### src/hw/rtl/critically_damped_angle_follower_macros.svh
// Assertion macros shared by the angle follower RTL.
`ifndef CRITICALLY_DAMPED_ANGLE_FOLLOWER_MACROS_SVH
`define CRITICALLY_DAMPED_ANGLE_FOLLOWER_MACROS_SVH

// Check that the consequent holds in the same cycle as the antecedent.
`define CDAF_ASSERT_SAME(label, clk, rst_n, ante, cons) \
	label: assert property (@(posedge clk) disable iff (!rst_n) (ante) |-> (cons)) \
		else $error("cdaf assertion failed");

// Check that the consequent holds in the cycle after the antecedent.
`define CDAF_ASSERT_NEXT(label, clk, rst_n, ante, cons) \
	label: assert property (@(posedge clk) disable iff (!rst_n) (ante) |=> (cons)) \
		else $error("cdaf assertion failed");

`endif

### src/hw/rtl/cdaf_pkg.sv
// Constants, types and helper functions of the angle follower.
`default_nettype none
package cdaf_pkg;

	localparam int PI_Q12     = 12868;
	localparam int TWO_PI_Q12 = 25736;
	localparam int ST_MIN     = 7;
	localparam int C048       = 31457;
	localparam int C0235      = 15401;
	localparam int X_CAP      = 128 << 16;
	localparam int VEL_MAX    = 8388607;
	localparam int VEL_MIN    = -8388608;

	localparam int DIV_NW    = 44;
	localparam int DIV_DW    = 37;
	localparam int DIV_CNT_W = $clog2(DIV_NW + 1);

	localparam int MUL_AW = 42;
	localparam int MUL_BW = 25;
	localparam int MUL_PW = MUL_AW + MUL_BW;

	// floor(2^24 / 2*pi): the quotient estimate is low by at most one
	localparam int WRAP_RECIP = 651;
	localparam int WRAP_SHIFT = 24;
	localparam int WRAP_QW    = 10;

	typedef struct packed {
		logic busy;
		logic done;
	} div_status_t;

	typedef enum logic [4:0] {
		S_IDLE,
		S_WRD_GO,
		S_WRD_Q,
		S_WRD_M,
		S_WRD_FOLD,
		S_X_GO,
		S_X_WAIT,
		S_M_XX,
		S_T_X2,
		S_M_X2X,
		S_T_X3,
		S_M_C048,
		S_T_C048,
		S_M_C0235,
		S_T_DEN,
		S_DEC_GO,
		S_DEC_WAIT,
		S_OC_GO,
		S_OC_WAIT,
		S_M_TMP,
		S_T_TMP,
		S_OT_GO,
		S_OT_WAIT,
		S_M_NV,
		S_T_NV,
		S_M_RES,
		S_T_RES,
		S_WRR_GO,
		S_WRR_Q,
		S_WRR_M,
		S_WRR_FOLD,
		S_OUT
	} state_t;

	// Shift right by 16, rounding halves away from zero.
	function automatic logic signed [MUL_PW-1:0] rnd16(input logic signed [MUL_PW-1:0] v);
		logic [MUL_PW-1:0] mag;
		logic [MUL_PW-1:0] r;
		mag = v[MUL_PW-1] ? MUL_PW'(-v) : MUL_PW'(v);
		r = (mag + MUL_PW'(1 << 15)) >> 16;
		return v[MUL_PW-1] ? -signed'(r) : signed'(r);
	endfunction

	// Turn a remainder by 2*pi of a magnitude into an angle in (-pi, pi].
	function automatic logic signed [15:0] wrap_fix(input logic neg, input logic [14:0] r);
		logic [15:0] m;
		if (neg) begin
			m = (r == 15'd0) ? 16'd0 : 16'(TWO_PI_Q12) - {1'b0, r};
		end else begin
			m = {1'b0, r};
		end
		return (m == 16'd0) ? 16'(PI_Q12) : signed'(m - 16'(PI_Q12));
	endfunction

endpackage
`default_nettype wire

### src/hw/rtl/cdaf_div.sv
// Iterative restoring divider, one quotient bit per cycle.
`default_nettype none
module cdaf_div
	import cdaf_pkg::*;
(
	input  wire logic              clk,
	input  wire logic              arst_n,
	input  wire logic              start,
	input  wire logic [DIV_NW-1:0] num,
	input  wire logic [DIV_DW-1:0] den,
	output div_status_t            status,
	output logic      [DIV_NW-1:0] quot
);

	logic                 busy_q;
	logic                 done_q;
	logic [DIV_CNT_W-1:0] cnt_q;
	logic [DIV_NW-1:0]    num_q;
	logic [DIV_DW-1:0]    rem_q;
	logic [DIV_DW-1:0]    den_q;
	logic [DIV_DW:0]      trial;
	logic                 ge;

	assign trial = {rem_q, num_q[DIV_NW-1]};
	assign ge    = trial >= {1'b0, den_q};

	always_ff @(posedge clk or negedge arst_n) begin
		if (!arst_n) begin
			busy_q <= 1'b0;
			done_q <= 1'b0;
			cnt_q  <= '0;
		end else begin
			done_q <= 1'b0;
			if (start) begin
				busy_q <= 1'b1;
				cnt_q  <= DIV_CNT_W'(DIV_NW);
			end else if (busy_q) begin
				cnt_q <= cnt_q - 1'b1;
				if (cnt_q == DIV_CNT_W'(1)) begin
					busy_q <= 1'b0;
					done_q <= 1'b1;
				end
			end
		end
	end

	always_ff @(posedge clk) begin
		if (start) begin
			num_q <= num;
			den_q <= den;
			rem_q <= '0;
		end else if (busy_q) begin
			// shift in the next numerator bit, subtract when it fits
			rem_q <= ge ? DIV_DW'(trial - {1'b0, den_q}) : trial[DIV_DW-1:0];
			num_q <= {num_q[DIV_NW-2:0], ge};
		end
	end

	assign status.busy = busy_q;
	assign status.done = done_q;
	assign quot        = num_q;

endmodule
`default_nettype wire

### config.mk
export PLATFORM = sky130hd
export DESIGN_NAME = cdaf_div
export DESIGN_NICKNAME = d
export VERILOG_FILES = /design/src/hw/rtl/critically_damped_angle_follower_macros.svh /design/src/hw/rtl/cdaf_pkg.sv /design/src/hw/rtl/cdaf_div.sv
export SDC_FILE = /design/constraint.sdc
export NUM_CORES = 1
export LEC_CHECK = 0
export ABC_AREA = 1
export ABC_CLOCK_PERIOD_IN_PS = 3100
export BUFFER_PORTS_ARGS = -buffer_cell sky130_fd_sc_hd__buf_2
export CAP_MARGIN = 25
export CORE_ASPECT_RATIO = 0.7
export CORE_MARGIN = 2
export CORE_UTILIZATION = 30
export DETAILED_ROUTE_END_ITERATION = 12
export SLEW_MARGIN = 25
export SYNTH_ARGS = -nofsm -noshare
export SYNTH_HDL_FRONTEND = slang
export SYNTH_SLANG_ARGS = --single-unit
### constraint.sdc
create_clock -name clk -period 3.1 [get_ports clk]
set_input_delay 0.465 -clock clk [delete_from_list [all_inputs] [get_ports clk]]
set_output_delay 0.465 -clock clk [all_outputs]
set_load 0.05 [all_outputs]
=== Yosys cells after proc, flatten, opt, wreduce, memory -nomap -nowiden ===
Index checks and enable logic that the tools add are counted.

* Bits in registers: 126
* Input bits: 84
* Output and inout port bits: 46

* Add/subtract/negate cells: 2
* Magnitude comparators: 1
* Equality and inequality tests: 1
* Mux-type cells: 11
* Reduce and logical (&&, ||, !) cells: 1

{| class="wikitable"
|+ Operators with widths
! kind !! count
|-
| $mux 44 || 2
|-
| $ge 38x37->1 || 1
|-
| $mux 37 || 1
|-
| $sub 37x37->37 || 1
|-
| $mux 6 || 2
|-
| $eq 6x1->1 const B || 1
|-
| $mux 1 || 6
|-
| $sub 6x1->6 const B || 1
|-
| $reduce_bool 2->1 || 1
|}

=== Longest topological paths before layout ===
Gate-level depths: netlist of the first run.

* Depth after elaboration: 4
* Depth in mapped cells: 19
* Gate-level depth less buffers: 18

=== Least setup slack after synthesis of the first run ===
OpenSTA, ideal clock, no wires.

* Path type: register to register
* From: register num_q[43] (netlist: quot[43])
* To: register num_q[0] (netlist: quot[0]) (data pin)
* Arrival: 2,321 ps
* Required time: 2,832 ps
* Path slack: 511 ps
* Cell stages (with the launch flop): 17
* Buffers on the path: 2
* Period minus slack after synthesis: 2,589 ps
* Path through: edfxtp_1 inv_1 ha_1 inv_1 fa_1 nand2_1 nand2_1 nand3_2 nand2_2 nand2_1 nand2_2 nand2_2 nand2_2 nand2_2 buf_6 buf_6 a31oi_1

* Longest elaborated chain between the ends: 3

{| class="wikitable"
|+ Ends and longest elaborated chain
! item !! RTL line !! RTL
|-
| from (decl) || cdaf_div.sv:18 || <nowiki>logic [DIV_NW-1:0] num_q;</nowiki>
|-
| from (signal assigned) || cdaf_div.sv:49 || <nowiki>num_q <= num;</nowiki>
|-
| from (signal assigned) || cdaf_div.sv:55 || <nowiki>num_q <= {num_q[DIV_NW-2:0], ge};</nowiki>
|-
| $ge 38x37->1 || cdaf_div.sv:25 || <nowiki>assign ge = trial >= {1'b0, den_q};</nowiki>
|-
| $mux 44 || cdaf_div.sv:52 || <nowiki>end else if (busy_q) begin</nowiki>
|-
| $mux 44 || cdaf_div.sv:48 || <nowiki>if (start) begin</nowiki>
|}

Every way passes these cells. The select of a mux whose other input is x is not followed.
A chain may end at the register's enable or synchronous reset.

=== Worst setup path after layout of the first run ===
* From: register num_q[43] (netlist: quot[43])
* To: register rem_q[5]

* Longest elaborated chain between the ends: 2
* Elaborated cells between the ends (all ways): 3
* Those cells by class: add/sub (1); order compare (1); mux (1)

{| class="wikitable"
|+ Ends and longest elaborated chain
! item !! RTL line !! RTL
|-
| $sub 37x37->37 or $ge 38x37->1 (tied branches) || cdaf_div.sv:54, cdaf_div.sv:25 ||
|-
| $mux 37 * || cdaf_div.sv:54 || <nowiki>rem_q <= ge ? DIV_DW'(trial - {1'b0, den_q}) : trial[DIV_DW-1:0];</nowiki>
|-
| to (signal assigned) || cdaf_div.sv:54 ||
|-
| to (decl) || cdaf_div.sv:19 || <nowiki>logic [DIV_DW-1:0] rem_q;</nowiki>
|}

Mark *: on every way between the ends. The rest lies on a longest branch, timed or not.

==> summary.md, run 1 <==
| Metric | Value |
|---|---|
| Number of failing setup endpoints in the final timing report | `0` |
| Most common library cell in the layout ignoring fill and taps | `sky130_fd_sc_hd__nand2_1` |
| Share of the synthesized area in the top cell type | `0.299` |
| Row count | `50` |
| Part of the total power dissipated in combinational logic | `0.497` |
| Total congestion overflow after global routing | `0` |
| Peak ir drop on the vdd network | `0.000379 V` |
| Mean instance size in the synthesized netlist | `7.12 um2` |
| Worst hold stages | `1` |
| Critical path type | `reg -> reg` |
| Parity-gate share of the synthesized area counting xor and xnor cells | `0.0205` |
| Endpoint of the worst-slack reg-to-reg timing path | `rem_q[5]` |
| Worst path required time | `roughly 3.4 ns` |
| Number of cells on the worst reg-to-reg path | `17` |
| Clock sink total | `roughly 130` |
| Worst setup startpoint | `quot[43]` |
| Number of max-slew violations in the final report | `0` |
| Capture endpoint of the worst hold path | `den_q[4]` |
| Flop2flop setup slack | `around 0.29 ns` |
| RSZ-0062 raised after global routing | `no` |
| Max_cap viols | `0` |
| Wire length of the first global-routing pass | `between 30 and 40 mm` |
| Hold slack final | `~0.20 ns` |
| Post-route setup slack | `between 0.2 and 0.3 ns` |
| Nets | `~1,400` |
| Class of the worst hold path | `in -> reg` |
| GR Util met1 | `0.277` |
| Net switching share of the total power | `0.455` |
| Post-CTS Setup Repair Bufs | `0` |
| Length of the first detailed-routing pass in iterations | `5` |
| Clock Power Share | `0.234` |
| Clock transition at path regs | `roughly 0.06 ns` |
| GRT busiest layer | `met1` |
| Commonest non-fill, non-tap cells in the layout | `440 x sky130_fd_sc_hd__nand2_1, 190 x sky130_fd_sc_hd__inv_1, 128 x sky130_fd_sc_hd__buf_2` |
| Count of instances resized after the clock tree is built | `0` |
| Total standard cell area after synthesis | `0.00813 mm2` |
| Psw | `~3.9 mW` |
| GRT Util Overall | `0.172` |
| Main combinational cell family by area after synthesis | `simple AND/OR/NAND/NOR gates` |
| Fraction of synthesized area in multiplexers | `0` |
| Chip Height | `between 100 and 150 um` |
| Core area | `roughly 0.027 mm2` |
| Largest fanout on the critical path | `11` |
| Clock tree root driver cell | `sky130_fd_sc_hd__clkbuf_16` |
| Library cells used by synthesis | `38` |
| Detailed-route vias per instance | `about 4.6` |
| Total power draw | `roughly 8.6 mW` |
| Transition time at the pin with the least slew margin | `roughly 0.70 ns` |
| Start point of the worst hold path | `den[4]` |
| Compound-Gate Fraction of Synth Area | `0.0436` |
| Cell types with the largest area share after synthesis | `sky130_fd_sc_hd__edfxtp_1 30%, sky130_fd_sc_hd__nand2_1 20%, sky130_fd_sc_hd__dfxtp_1 9.1%` |
| Filler instances | `about 2,900` |
| Total CTS buffers | `17` |
| Number of DRC markers after the initial detailed-route iteration | `between 700 and 800` |
| Adder and majority gate portion of the synthesized area | `0.0625` |
| Source of the worst register-to-register timing path | `quot[43]` |
| Slew headroom | `0.532` |
| # placed instances | `1,615` |
| Count of synthesis-stage warnings from yosys | `0` |
| Met3 Usage GRT | `0.0395` |
| Placement-stage worst setup slack | `0.362 ns` |
| Met2 usage | `0.225` |
| Leading area contributor after synthesis | `sky130_fd_sc_hd__edfxtp_1` |
| Largest net degree at the start of global routing | `68` |
| Count of non-filler cells in the finished layout | `approximately 1,600` |
| Internal cell power | `roughly 4.7 mW` |
| Horiz. Die Dim | `between 200 and 250 um` |
| Synth-to-layout area growth | `19.9%` |
| Period utilization | `0.907` |
| Number of global-route vias before repair | `approximately 6,900` |
| Initial cell density of the core | `0.304` |
| Post-synthesis net count | `between 1,000 and 1,500` |
| Bufs on Longest Clock Path | `2` |
| Residual antenna-violating net count after detailed routing | `0` |
| Die footprint | `between 0.02 and 0.03 mm2` |
| CTS H-tree lvls | `4` |
| FFs w/ async S/R, synth | `0.0635` |
| Most common flop cell mapped by yosys | `sky130_fd_sc_hd__edfxtp_1` |
| Clock skew | `0.0126 ns` |
| Routability-driven placement congestion ratio | `~0.98` |
| Sequential Power Share | `0.269` |
| Register area share after synthesis | `0.415` |
| CP startpoint kind | `flip-flop` |
| P per Cell Area | `approximately 900 mW/mm2` |
| EDFF count, synth | `81` |
| Post-Syn Instances | `between 1,000 and 1,500` |
| Detailed Route WL | `approximately 24 mm` |
| HPWL after detailed placement | `roughly 18 mm` |
| I/O Buffers | `roughly 130` |
| Antenna violations before repair | `1` |
| Leak Pwr | `a little over 5 nW` |
| # IOs | `130` |
| Total via count in the routed design | `around 7,500` |
| Share of final-layout standard cells stronger than drive strength 1 | `0.160` |
| Max Freq | `roughly 0.36 GHz` |
| Number of synthesized register bits | `126` |
| WL per Instance | `around 15 um` |
| Arrival time at the worst endpoint | `3.12 ns` |
| Simple-gate share of the synthesized area | `0.346` |
| TritonCTS clock tree | `done` |
| Post-route minimum period | `between 2 and 3 ns` |
| Element type at the critical path end | `flip-flop` |
| Run status | `finished clean` |
| Final Hold Viols | `0` |
| Final total negative setup slack | `0 ns` |
| Clk_lat worst skew | `roughly 0.43 ns` |
| DRC violations left | `0` |
## Yosys cell counts, drive strengths merged (3+ instances only)
cell type  instances
nand2            451
inv              195
nand3            111
edfxtp            81
nor2              66
ha                39
dfxtp             37
a21oi             29
o21ai             29
buf               16
xnor2             16
clkbuf            14
nor3              13
nand3b            11
dfrtp              8
nand4              6
o21bai             6
xor2               3
## worst max path at each step
stage	end	depth (start not counted)	slack, ns
after CTS	rem_q[5]	17	0.34
after detailed placement	rem_q[5]	17	0.36
after global placement	rem_q[9]	17	0.43
final	rem_q[5]	17	0.29
after floorplan	quot[0]	16	0.51
after global routing	rem_q[5]	17	0.09
## repair_timing
action / CTS / global route
hold buffers: 1 / 0
hold endpoints to repair: 8 / 0
setup endpoints to repair: 0 / 0
## power groups by stage
stage	combinational, mW	clock (mW)	sequential, mW
after floorplan	3.04	0	2.51
after global placement	4.19	0	2.34
final	4.29	2.02	2.32
after global routing	4.80	2.14	2.36
after CTS	4.23	2.07	2.32
after detailed placement	4.20	0	2.35
## routing by layer
| layer | vias to the layer above | routed length, um |
|---|---|---|
| met2 | 214 | 9100 |
| met3 | 17 | 1550 |
| met1 | 3443 | 13300 |
| met4 | 0 | 231 |
| li1 | 3841 | - |
| met5 | - | 0 |
## worst max-delay path: stages (launching register included)
cell                       delay (ns)
sky130_fd_sc_hd__edfxtp_1        0.38
sky130_fd_sc_hd__inv_1           0.09
sky130_fd_sc_hd__ha_1            0.17
sky130_fd_sc_hd__inv_1           0.08
sky130_fd_sc_hd__fa_1            0.41
sky130_fd_sc_hd__nand2_1         0.09
sky130_fd_sc_hd__nand2_1         0.10
sky130_fd_sc_hd__nand3_2         0.09
sky130_fd_sc_hd__nand2_2         0.08
sky130_fd_sc_hd__nand2_1         0.09
sky130_fd_sc_hd__nand2_2         0.09
sky130_fd_sc_hd__nand2_2         0.09
sky130_fd_sc_hd__nand2_2         0.07
sky130_fd_sc_hd__nand2_2         0.31
sky130_fd_sc_hd__buf_4           0.27
sky130_fd_sc_hd__nand3_1         0.09
sky130_fd_sc_hd__nand3_1         0.10
sky130_fd_sc_hd__o21ai_0         0.08
## final cells by class
type	count	area, um2	area share
Clock buffer	17	425	0.0436
Clock inverter	15	149	0.0153
Timing Repair Buffer	141	766	0.0785
Antenna cell	1	2.50	0.000257
Sequential cell	126	3370	0.346
Multi-Input combinational cell	790	3850	0.395
Inverter	195	732	0.0751
Tap cell	364	455	0.0467
## stage by stage
| step | instance area, um2 | utilization |
|---|---|---|
| 2_1_floorplan | 8130 | - |
| 3_3_place_gp | 9160 | 0.343 |
| 3_5_place_dp | 9160 | 0.343 |
| 4_1_cts | 9750 | 0.365 |
| 5_1_grt | 9750 | 0.365 |
| 6_report | 9750 | 0.365 |
## registers in the layout, summed over array words and instances (netlist names)
| name | cells |
|---|---|
| cnt_q | 6 |
| den_q | 37 |
| busy_q | 1 |
| quot | 44 |
| rem_q | 37 |
| done_q | 1 |
## cell families after synthesis
| group | Yosys count |
|---|---|
| AOI/OAI and AO/OA | 67 |
| xor gates and xnor gates | 19 |
| adders and majority gates | 40 |
| buffers and inverters | 225 |
| DFF | 126 |
| and+or+nand+nor | 664 |
No activity file was read; power rests on OpenSTA's default activity.
==> run 2, diff against run 1 <==
REMOVE_ABC_BUFFERS = 1   (was not set)
==> summary.md, run 2 (synthesized netlist as in run 1, its figures left out) <==
| Metric | Value |
|---|---|
| Run status | `finished clean` |
| Initial cell density of the core | `0.304` |
| Detailed Route WL | `23.4 mm` |
| GRT Util Overall | `0.170` |
| Chip Height | `142 um` |
| RSZ-0062 raised after global routing | `no` |
| Arrival time at the worst endpoint | `between 2 and 3 ns` |
| Clk_lat worst skew | `between 0.4 and 0.5 ns` |
| Worst path required time | `between 3 and 4 ns` |
| Flop2flop setup slack | `about 0.45 ns` |
| DRC violations left | `0` |
| Flip-flop count of the largest register, all copies and words added | `44` |
| HPWL after detailed placement | `about 18 mm` |
| Row count | `50` |
| Largest fanout on the critical path | `23` |
| Total congestion overflow after global routing | `0` |
| Combined buffer and inverter count along the critical path | `4` |
| Clock sink total | `around 130` |
| Commonest non-fill, non-tap cells in the layout | `440 x sky130_fd_sc_hd__nand2_1, 190 x sky130_fd_sc_hd__inv_1, 128 x sky130_fd_sc_hd__buf_2` |
| Bufs on Longest Clock Path | `2` |
| Final Hold Viols | `0` |
| Detailed-route vias per instance | `approximately 4.5` |
| Synth-to-layout area growth | `20.0%` |
| CTS H-tree lvls | `4` |
| Most common library cell in the layout ignoring fill and taps | `sky130_fd_sc_hd__nand2_1` |
| # placed instances | `approximately 1,600` |
| Final total negative setup slack | `0 ns` |
| Post-CTS Setup Repair Bufs | `0` |
| # IOs | `130` |
| Critical path type | `reg -> reg` |
| Total via count in the routed design | `roughly 7,500` |
| Number of global-route vias before repair | `7,222` |
| Clock skew | `0.0141 ns` |
| Largest net degree at the start of global routing | `50` |
| Transition time at the pin with the least slew margin | `around 0.91 ns` |
| Period utilization | `0.854` |
| Slew headroom | `0.394` |
| Antenna violations before repair | `4` |
| P per Cell Area | `between 800 and 900 mW/mm2` |
| Cell repeated most along the worst path | `sky130_fd_sc_hd__nand2_1` |
| CP startpoint kind | `flip-flop` |
| Routability-driven placement congestion ratio | `between 0.9 and 1` |
| Leak Pwr | `5.14 nW` |
| I/O Buffers | `~130` |
| Peak ir drop on the vdd network | `approximately 0.00045 V` |
| Filler instances | `between 2,000 and 3,000` |
| # hold bufs at CTS | `1` |
| Final non-filler cell area | `0.00976 mm2` |
| Max Freq | `~0.38 GHz` |
| Number of failing setup endpoints in the final timing report | `0` |
| Cells traversed along the worst timing path | `inv_1 > ha_1 > inv_1 > fa_1 > nand2_1 > nand2_1 > nand3_2 > nand2_2 > nand2_1 > nand2_2 > nand2_2 > nand2_2 > nand2_2 > buf_4 > nand3_1 > nand2_1 > inv_1 > nand2_1 > nand2_1` |
| Residual antenna-violating net count after detailed routing | `0` |
| Total CTS buffers | `17` |
| Number of max-slew violations in the final report | `0` |
| Post-route minimum period | `roughly 2.6 ns` |
| Nets | `around 1,400` |
| Length of the first detailed-routing pass in iterations | `5` |
| Count of non-filler cells in the finished layout | `approximately 1,600` |
| Number of DRC markers after the initial detailed-route iteration | `633` |
| Clock transition at path regs | `roughly 0.06 ns` |
| Max_cap viols | `0` |
| Element type at the critical path end | `flip-flop` |
| Multi-input gate area | `0.00385 mm2` |
| Delay-heaviest family, CP | `simple AND/OR/NAND/NOR gates` |
| Clock tree root driver cell | `sky130_fd_sc_hd__clkbuf_16` |
| Total area of sequential cells | `0.00337 mm2` |
| Die footprint | `0.0285 mm2` |
| Class of the worst hold path | `in -> reg` |
| Crit path max-delay cell type | `sky130_fd_sc_hd__fa_1` |
| Horiz. Die Dim | `201 um` |
| WL per Instance | `14.2 um` |
| Cell area after placement | `a little over 0.009 mm2` |
| TritonCTS clock tree | `done` |
| Core area | `about 0.027 mm2` |
| Count of instances resized after the clock tree is built | `0` |
| Worst stage delay on the critical path | `between 0.4 and 0.5 ns` |
| Share of final-layout standard cells stronger than drive strength 1 | `0.157` |
| Hold slack final | `0.201 ns` |
| Wire length of the first global-routing pass | `roughly 38 mm` |
==> run 2: path summary, 6_finish.rpt <==
check,start,end,cells past startpoint
max,quot[43],rem_q[33],19
min,den[12],den_q[12],1
max reg2reg,quot[43],rem_q[33],19
min reg2reg,rem_q[36],rem_q[36],2
max in group asynchronous,arst_n,cnt_q[0],2
min in group asynchronous,arst_n,cnt_q[2],2
==> run 2: cell type report <==
cell class                 instances  share of cell area
clock inverter                     9              0.0112
antenna                            2            0.000513
inverter                         195              0.0750
sequential                       126               0.346
tap                              364              0.0467
clock buffer                      23              0.0501
timing repair buffer             140              0.0764
multi-input combinational        790               0.394
==> run 2: metal layers <==
metal,routed length [um],global-route usage
met5,18,0
met4,273,0.0476
met3,2070,0.0588
met2,9120,0.245
met1,11900,0.240
==> run 2: report_power, final <==
part | switching (mW) | internal (mW)
logic | 2.75 | 1.42
clock network | 0.758 | 1.27
registers | 0.198 | 2.13
total | 3.70 | 4.83
==> run 2: metrics by stage <==
step           utilization  total power, mW  worst slack (ns)
2_1_floorplan            -             5.41             0.263
5_1_grt              0.365             9.25             0.180
3_5_place_dp         0.342             6.46             0.482
4_1_cts              0.365             8.55             0.455
3_3_place_gp         0.342             6.42             0.580
6_report             0.365             8.53             0.452
==> run 2: worst register-to-register path: cells and delay by family, from the launching register on <==
kind,cells,cell delay (ns)
simple gates,13,1.04
fa+ha+maj,2,0.60
flops,1,0.37
buf+inv,4,0.53
==> run 3, diff against run 2 <==
ABC_CLOCK_PERIOD_IN_PS = 3200   (was 3100)
BUFFER_PORTS_ARGS = not set   (was -buffer_cell sky130_fd_sc_hd__buf_2)
DONT_BUFFER_PORTS = 1   (was not set)
clock period = 3.2 ns   (was 3.1 ns; I/O delays follow)
==> summary.md, run 3 (synthesized netlist as in run 1, its figures left out) <==
| Metric | Value |
|---|---|
| Post-CTS Setup Repair Bufs | `0` |
| Final total negative setup slack | `0 ns` |
| Core area | `around 0.027 mm2` |
| Endpoint of the worst-slack reg-to-reg timing path | `rem_q[21]` |
| Worst path required time | `approximately 3.5 ns` |
| RSZ-0062 raised after global routing | `no` |
| Worst stage delay on the critical path | `between 0.4 and 0.5 ns` |
| Crit path max-delay cell type | `sky130_fd_sc_hd__fa_1` |
| Transition time at the pin with the least slew margin | `approximately 0.85 ns` |
| Psw | `roughly 3.6 mW` |
| Total congestion overflow after global routing | `0` |
| Commonest non-fill, non-tap cells in the layout | `440 x sky130_fd_sc_hd__nand2_1, 190 x sky130_fd_sc_hd__inv_1, 107 x sky130_fd_sc_hd__nand3_1` |
| P per Cell Area | `893 mW/mm2` |
| Number of global-route vias before repair | `approximately 6,700` |
| Number of max-slew violations in the final report | `0` |
| Element type at the critical path end | `flip-flop` |
| WL per Instance | `14.9 um` |
| Post-route minimum period | `~2.8 ns` |
| Clock sink total | `126` |
| Critical path type | `reg -> reg` |
| Length of the first detailed-routing pass in iterations | `5` |
| Antenna fix cells | `0` |
| Synth-to-layout area growth | `11.8%` |
| Bufs on Longest Clock Path | `2` |
| Destination of the critical timing path | `rem_q[21]` |
| Horiz. Die Dim | `201 um` |
| HPWL after detailed placement | `around 17 mm` |
| Arrival time at the worst endpoint | `around 3.1 ns` |
| Cells traversed along the worst timing path | `inv_1 > ha_1 > inv_1 > fa_1 > nand2_1 > nand2_1 > nand3_2 > nand2_2 > nand2_1 > nand2_2 > nand2_2 > nand2_2 > nand2_2 > buf_4 > nand3_1 > nand3_1 > o21ai_0` |
| Most common library cell in the layout ignoring fill and taps | `sky130_fd_sc_hd__nand2_1` |
| Chip Height | `around 140 um` |
| Run status | `finished clean` |
| Final core area utilization | `0.340` |
| DRC violations left | `0` |
| Net switching share of the total power | `0.442` |
| Final non-filler cell area | `roughly 0.0091 mm2` |
| Largest fanout on the critical path | `11` |
| Total CTS buffers | `17` |
| Class of the worst hold path | `in -> reg` |
| Max_cap viols | `0` |
| Detailed-route vias per instance | `between 4 and 5` |
| Clk_lat worst skew | `roughly 0.44 ns` |
| Residual antenna-violating net count after detailed routing | `0` |
| Number of failing setup endpoints in the final timing report | `0` |
| Largest net degree at the start of global routing | `86` |
| CTS H-tree lvls | `4` |
| Slew headroom | `0.431` |
| Wire length of the first global-routing pass | `about 36 mm` |
| Source of the worst register-to-register timing path | `quot[43]` |
| Flip-flop count of the largest register, all copies and words added | `44` |
| Internal cell power | `about 4.5 mW` |
| Max Freq | `roughly 0.36 GHz` |
| I/O Buffers | `0` |
| Clock tree root driver cell | `sky130_fd_sc_hd__clkbuf_16` |
| Placement-stage worst setup slack | `0.451 ns` |
| Total via count in the routed design | `between 7,000 and 8,000` |
| Row count | `50` |
| Detailed Route WL | `around 23 mm` |
| # placed instances | `between 1,000 and 1,500` |
| Clock skew | `approximately 0.016 ns` |
| Nets | `between 1,000 and 1,500` |
| Leak Pwr | `between 4 and 5 nW` |
| Antenna violations before repair | `1` |
| TritonCTS clock tree | `done` |
| Number of DRC markers after the initial detailed-route iteration | `762` |
| Initial cell density of the core | `0.304` |
| Sequential Power Share | `0.304` |
| Count of non-filler cells in the finished layout | `~1,500` |
| Die footprint | `roughly 0.028 mm2` |
| # IOs | `130` |
| Flop2flop setup slack | `between 0.3 and 0.4 ns` |
| Hold slack final | `between 0.1 and 0.15 ns` |
| Peak ir drop on the vdd network | `~0.00039 V` |
| Share of final-layout standard cells stronger than drive strength 1 | `0.0624` |
| Part of the total power dissipated in combinational logic | `0.461` |
| Cell area after placement | `0.00850 mm2` |
| Clock transition at path regs | `approximately 0.070 ns` |
| Routability-driven placement congestion ratio | `approximately 0.92` |
| Total power draw | `8.12 mW` |
| Cell repeated most along the worst path | `sky130_fd_sc_hd__nand2_2` |
| Number of cells on the worst reg-to-reg path | `17` |
| GRT Util Overall | `0.165` |
| Final Hold Viols | `0` |
| Post-route setup slack | `slightly below 0.4 ns` |
| CP startpoint kind | `flip-flop` |
| Worst setup startpoint | `quot[43]` |
| Clock Power Share | `0.235` |
| Period utilization | `0.876` |
[run 3: cell types whose count changed in the layout (fill, tap and decap cells not counted), moves of 2 or more]
cell	delta
sky130_fd_sc_hd__diode_2	-2
sky130_fd_sc_hd__buf_2	-128
sky130_fd_sc_hd__inv_6	+2
sky130_fd_sc_hd__clkbuf_8	-2
sky130_fd_sc_hd__buf_4	-3
sky130_fd_sc_hd__clkinv_2	-2
sky130_fd_sc_hd__clkinvlp_4	+4
[run 3: worst min path at each step]
stage	startpoint	end	slack, ns	cells after the start
5_1_grt	den[12]	den_q[12]	0.10	0
3_5_place_dp	arst_n	cnt_q[4]	0.18	0
4_1_cts	den[10]	den_q[10]	0.09	0
2_1_floorplan	arst_n	busy_q	0.18	0
6_report	den[10]	den_q[10]	0.13	0
3_3_place_gp	arst_n	cnt_q[4]	0.18	0
[run 3: cell type report]
cell class	count	area [um2]
Clock buffer	19	433
Clock inverter	13	141
Fill cell	2869	17600
Inverter	195	732
Multi-Input combinational cell	790	3850
Sequential cell	126	3370
Tap cell	364	455
Timing Repair Buffer	10	103
[run 3: worst max-delay path, delay by kind of cell (launching register included)]
family	cells	cell delay, ns
adders and majority gates	2	0.59
buffers and inverters	3	0.47
DFF	1	0.39
and+or+nand+nor	11	1.16
AOI/OAI and AO/OA	1	0.08
[run 3: per-layer routing]
layer | up-vias | routed length [um] | global-route usage
met2 | 278 | 8770 | 0.228
li1 | 3573 | - | -
met5 | - | 11 | 0
met3 | 22 | 2120 | 0.0558
met4 | 2 | 265 | 0.0429
met1 | 3188 | 11400 | 0.243
[run 3: repair_timing]
action / CTS / global route
endpoints found under the setup margin: 0 / 0
hold buffers: 1 / 0
gates resized for setup: 0 / 0
hold endpoints to repair: 8 / 0
[run 3: power groups by stage]
stage                     sequential [mW]  combinational (mW)  clock [mW]
final                                2.47                3.74        1.91
after global routing                 2.51                4.24        2.04
after CTS                            2.47                3.70        1.98
after detailed placement             2.49                3.68           0
after global placement               2.48                3.64           0
after floorplan                      2.43                2.81           0
